**config.mk**
```make
export PLATFORM = sky130hd
export DESIGN_NAME = sfc_step
export DESIGN_NICKNAME = d
export VERILOG_FILES = /design/src/hw/rtl/sfc_pkg.sv /design/src/hw/rtl/sfc_step.sv
export SDC_FILE = /design/constraint.sdc
export NUM_CORES = 1
export LEC_CHECK = 0
export ABC_AREA = 1
export BUFFER_PORTS_ARGS = -buffer_cell sky130_fd_sc_hd__buf_4
export CORE_ASPECT_RATIO = 1.25
export CORE_MARGIN = 5
export CORE_UTILIZATION = 45
export DETAILED_ROUTE_END_ITERATION = 8
export PLACE_DENSITY = 0.87
export SLEW_MARGIN = 20
export SYNTH_ARGS = -nofsm -noshare
export SYNTH_HDL_FRONTEND = slang
export SYNTH_SLANG_ARGS = --single-unit
export TNS_END_PERCENT = 1
```
**constraint.sdc**
```tcl
create_clock -name vclk -period 2.8
set_input_delay 0.28 -clock vclk [all_inputs]
set_output_delay 0.28 -clock vclk [all_outputs]
set_load 0.01 [all_outputs]
```
**src/hw/rtl/sfc_pkg.sv**
```systemverilog
// Types and constants shared by the serial frame checker modules.
`default_nettype none

package sfc_pkg;

  localparam logic [7:0] CH_U  = 8'h55;
  localparam logic [7:0] CH_V  = 8'h56;
  localparam logic [7:0] CH_CR = 8'h0D;
  localparam logic [7:0] CH_LF = 8'h0A;
  localparam logic [7:0] CH_S  = 8'h53;
  localparam logic [7:0] CH_T  = 8'h54;

  localparam logic [7:0] LONG_LIMIT_RESET = 8'd100;
  localparam logic [7:0] MIN_LENGTH_RESET = 8'd8;
  localparam logic [7:0] COUNT_MAX        = 8'd255;

  // Configuration register indexes.
  localparam logic REG_LONG_LIMIT = 1'b0;
  localparam logic REG_MIN_LENGTH = 1'b1;

  // Input kinds carried on the slave-side tuser.
  localparam logic ACT_BYTE    = 1'b0;
  localparam logic ACT_TIMEOUT = 1'b1;

  typedef enum logic [2:0] {
    ST_OK      = 3'd0,
    ST_TIMEOUT = 3'd1,
    ST_SHORT   = 3'd2,
    ST_HEADER  = 3'd3,
    ST_LENGTH  = 3'd4
  } sfc_status_e;

  typedef struct packed {
    logic [2:0][7:0] hist;      // index 0 is the newest byte
    logic [7:0]      count;
    logic [7:0]      first;
    logic [7:0]      second;
    logic [7:0]      decl;
  } sfc_state_t;

  typedef struct packed {
    logic [7:0]  echo;
    logic        frame_end;
    sfc_status_e status;
    logic [7:0]  length;
  } sfc_result_t;

endpackage

`default_nettype wire

```
**src/hw/rtl/sfc_step.sv**
```systemverilog
// Per-beat frame tracking: next frame state and the result for one input beat.
`default_nettype none

module sfc_step (
  input  sfc_pkg::sfc_state_t  state_i,
  input  logic                 action_i,
  input  logic [7:0]           rx_byte_i,
  input  logic [7:0]           long_limit_i,
  input  logic [7:0]           min_length_i,
  output sfc_pkg::sfc_state_t  state_o,
  output sfc_pkg::sfc_result_t result_o
);
  import sfc_pkg::*;

  sfc_state_t cur;
  logic [7:0] cnt_new;
  logic       trailer;
  logic       ends;

  always_comb begin
    // A new frame starts from a clean history and clean header bytes.
    cur = state_i;
    if (state_i.count == 8'd0) begin
      cur.hist   = '0;
      cur.first  = '0;
      cur.second = '0;
      cur.decl   = '0;
    end

    if (state_i.count == 8'd0) begin
      cur.first = rx_byte_i;
    end
    if (state_i.count == 8'd1) begin
      cur.second = rx_byte_i;
    end
    if (state_i.count == 8'd2) begin
      cur.decl = rx_byte_i;
    end

    cnt_new = (state_i.count == COUNT_MAX) ? COUNT_MAX : state_i.count + 8'd1;

    trailer = (cur.hist[2] == CH_U) && (cur.hist[1] == CH_V) &&
              (cur.hist[0] == CH_CR) && (rx_byte_i == CH_LF);
    ends    = trailer || ((rx_byte_i == CH_LF) && (cnt_new >= long_limit_i));

    state_o            = cur;
    state_o.count      = cnt_new;
    result_o.echo      = rx_byte_i;
    result_o.frame_end = ends;
    result_o.length    = cnt_new;
    result_o.status    = ST_OK;

    if (ends) begin
      state_o.count = 8'd0;
      priority if (cnt_new < min_length_i) begin
        result_o.status = ST_SHORT;
      end else if ((cur.first != CH_S) || (cur.second != CH_T)) begin
        result_o.status = ST_HEADER;
      end else if (cur.decl != cnt_new) begin
        result_o.status = ST_LENGTH;
      end else begin
        result_o.status = ST_OK;
      end
    end else begin
      state_o.hist = {cur.hist[1], cur.hist[0], rx_byte_i};
    end

    // A timeout aborts the open frame and leaves everything else alone.
    if (action_i == ACT_TIMEOUT) begin
      state_o            = state_i;
      state_o.count      = 8'd0;
      result_o.echo      = 8'd0;
      result_o.frame_end = 1'b1;
      result_o.status    = ST_TIMEOUT;
      result_o.length    = state_i.count;
    end
  end

endmodule

`default_nettype wire

```
==> impl_metrics.env <==
export IMPL_post_synth_num_cell_types=31
export IMPL_synth_top_area_share_pct=26.28
export IMPL_maxCapViolCount=0
export IMPL_finalWeightedCongestion=0.9229
export IMPL_overflow=0
export IMPL_ys_top_cells_by_area="nand2_1, nand3_1, inv_1"
export IMPL_grt_use_total_pct=29.05
export IMPL_timing_final_setup_violations=0
export IMPL_post_dp_hpwl_um=8639
export IMPL_detail_route_wirelength_um=10810
export IMPL_finalHoldViolCount=0
export IMPL_timing_fmax_mhz=368.9
export IMPL_ys_warnings_count=0
export IMPL_combinational_family_with_the_most_area_after_synthesis="simple AND/OR/NAND/NOR gates"
export IMPL_power_leakage_nw=2.336
export IMPL_synth_compound_area_share_pct=14.22
export IMPL_timing_max_slew_rel_slack_pct=62.58
export IMPL_vias=3882
export IMPL_worst_hold_path_type="primary input to output port"
export IMPL_critical_path_required_ns=2.52
export IMPL_mappedNetlistArea_um2=2313
export IMPL_fill_cells=435
export IMPL_die_width_um=74.13
export IMPL_grt_start_max_net_pins=42
export IMPL_antenna_cells_inserted=0
export IMPL_dieHeight_um=90.17
export IMPL_sequential_cell_total=0
export IMPL_synthCells=483
export IMPL_placement_rows=29
export IMPL_postRouteAntennaNets=0
export IMPL_detail_route_iter0_violations=241
export IMPL_area_delta_synth_final_pct=70.20
export IMPL_finish_net_count=749
export IMPL_grt_antenna_before_repair=0
export IMPL_critical_path_endpoint_type="output port"
export IMPL_start_util_pct=45.87
export IMPL_finalCriticalPeriod_ns=2.711
export IMPL_wire_length_of_the_first_global_routing_pass_um=16230
export IMPL_number_of_clock_buffers_in_the_layout=0
export IMPL_seq_area_frac_synth_pct=0
export IMPL_synthesis_nets=583
export IMPL_outcome="finished clean"
export IMPL_timing_hold_ws_ns=0.8499
export IMPL_pwr_density_cell_nw_per_um2=161.0
export IMPL_grt_setup_unrepaired="yes"
export IMPL_remaining_drc_errors=0
export IMPL_worstSetupPathType="primary input to output port"
export IMPL_critical_path_peak_fanout=6
export IMPL_number_of_input_and_output_port_buffers_inserted=157
export IMPL_hold_buffers=0
export IMPL_synth_simple_area_share_pct=58.84
export IMPL_grt_pass1_vias=3603
export IMPL_worst_setup_path_start_kind="primary input"
export IMPL_floorplan_core_area_um2=5044
export IMPL_seq_area_um2=0
export IMPL_dieArea_um2=6684
export IMPL_drt_first_pass_iters=6
export IMPL_crit_share_post_route_pct=96.82
export IMPL_post_synth_fa_ha_maj_area_fraction_pct=10.28
export IMPL_yosysTopAreaCell="nand2_1"
export IMPL_post_synth_cell_area_avg_um2=4.790
export IMPL_max_slew_worst_pin_slew_ns=0.5571
export IMPL_viasPerCell=5.475
export IMPL_arrival_ns=2.43
export IMPL_wl_per_cell_um=15.24
export IMPL_postLayoutCoreUtil_pct=78.07
export IMPL_slew_violations=0
export IMPL_synth_xor_xnor_area_share_pct=0
export IMPL_drive_above_1_share_pct=38.02
export IMPL_ios=157
export IMPL_vdd_drop_max_mv=0.1196
export IMPL_multiInputGateArea_um2=2125
export IMPL_synth_mux_area_share_pct=0
-- metal layers --
metal  up-vias  track usage, %  wire length [um]
met5         -               0                 0
met1      1750           33.53              3982
met2       214           53.62              5502
li1       1881               -                 -
met4         0           9.215               432
met3        37           2.902               888
-- cell type report --
class | instances | share of cell area (%)
repair buffers | 184 | 37.40
multi-input cells | 393 | 53.96
well taps | 62 | 1.970
inverters | 70 | 6.673
-- logic make-up (layout without fill, tap and decap cells) --
| group | Yosys count | count (layout) |
|---|---|---|
| buffers and inverters | 90 | 254 |
| AND/OR/NAND/NOR | 313 | 313 |
| adder cells (fa/ha/maj) | 19 | 19 |
| AO/OA/AOI/OAI | 61 | 61 |
-- report_power, final --
part           internal (W)  switching (W)  leakage (nW)
logic              0.000307       0.000327          2.34
clock network             0              0             0
registers                 0              0             0
-- cell usage after synthesis (5+ instances only) --
library cell	count
nand3_1	64
clkbuf_1	7
a31oi_1	7
buf_2	5
nand2_1	162
a21oi_1	9
nor2_2	5
inv_1	66
ha_1	19
nor2_1	56
nand2_2	6
o21ai_0	38
nand4_1	13
-- cell usage in the layout (no fill, tap or decap), types with 2 or more instances in the layout --
master / synthesis / final
nand4_1: 13 / 13
ha_4: 0 / 4
a21oi_1: 9 / 7
nor2_1: 56 / 51
ha_1: 19 / 15
a31oi_1: 7 / 7
nand2_2: 6 / 16
inv_1: 66 / 62
o21ai_1: 2 / 7
buf_12: 0 / 2
a21oi_2: 1 / 3
o21ai_0: 38 / 33
nand2_4: 2 / 4
inv_2: 3 / 7
nand3_2: 1 / 12
nor2_4: 0 / 2
nand2_1: 162 / 150
buf_4: 2 / 169
buf_6: 3 / 11
nor2_2: 5 / 8
nand3_1: 64 / 52
-- timing repair --
| item | 4_1_cts | 5_1_grt |
|---|---|---|
| endpoints found under the setup margin | 25 | 36 |
| resized for setup | 6 | 60 |
| setup buffers | 0 | 1 |
| cloned | 0 | 1 |
| pin swaps | 2 | 21 |
-- through the flow --
| stage | std cells | TNS, ns | setup WS (ns) | area [um2] | power, W |
|---|---|---|---|---|---|
| 2_1_floorplan | 483 | 0 | 0.1430 | 2313 | 0.0002617 |
| 5_1_grt | 709 | -2.005 | -0.1072 | 3938 | 0.0006912 |
| 4_1_cts | 707 | 0 | 0.001148 | 3680 | 0.0005792 |
| 3_3_place_gp | 707 | -0.007436 | -0.007436 | 3660 | 0.0005623 |
| 6_report | 709 | 0 | 0.08915 | 3938 | 0.0006340 |
| 3_5_place_dp | 707 | -0.5510 | -0.05089 | 3660 | 0.0005728 |
-- critical path, cell delays in order --
cell and delay (ns):
buf_8 0.11, ha_4 0.17, buf_4 0.13, or2_2 0.29
nand3_1 0.08, nand2_2 0.08, ha_4 0.28, nand2_1 0.07
nor2_1 0.13, nand2_1 0.08, nand2_2 0.11, nand2_4 0.08
nand2_4 0.13, clkbuf_16 0.17, nand3_2 0.07, nand2_2 0.08
buf_6 0.10
-- worst paths after layout --
| path | endpoint | start | cells after the start | slack [ns] |
|---|---|---|---|---|
| worst max-delay path | state_o[39] | state_i[25] | 17 | 0.09 |
| worst min-delay path | state_o[33] | state_i[33] | 4 | 0.85 |
No activity file was read; power rests on OpenSTA's default activity.
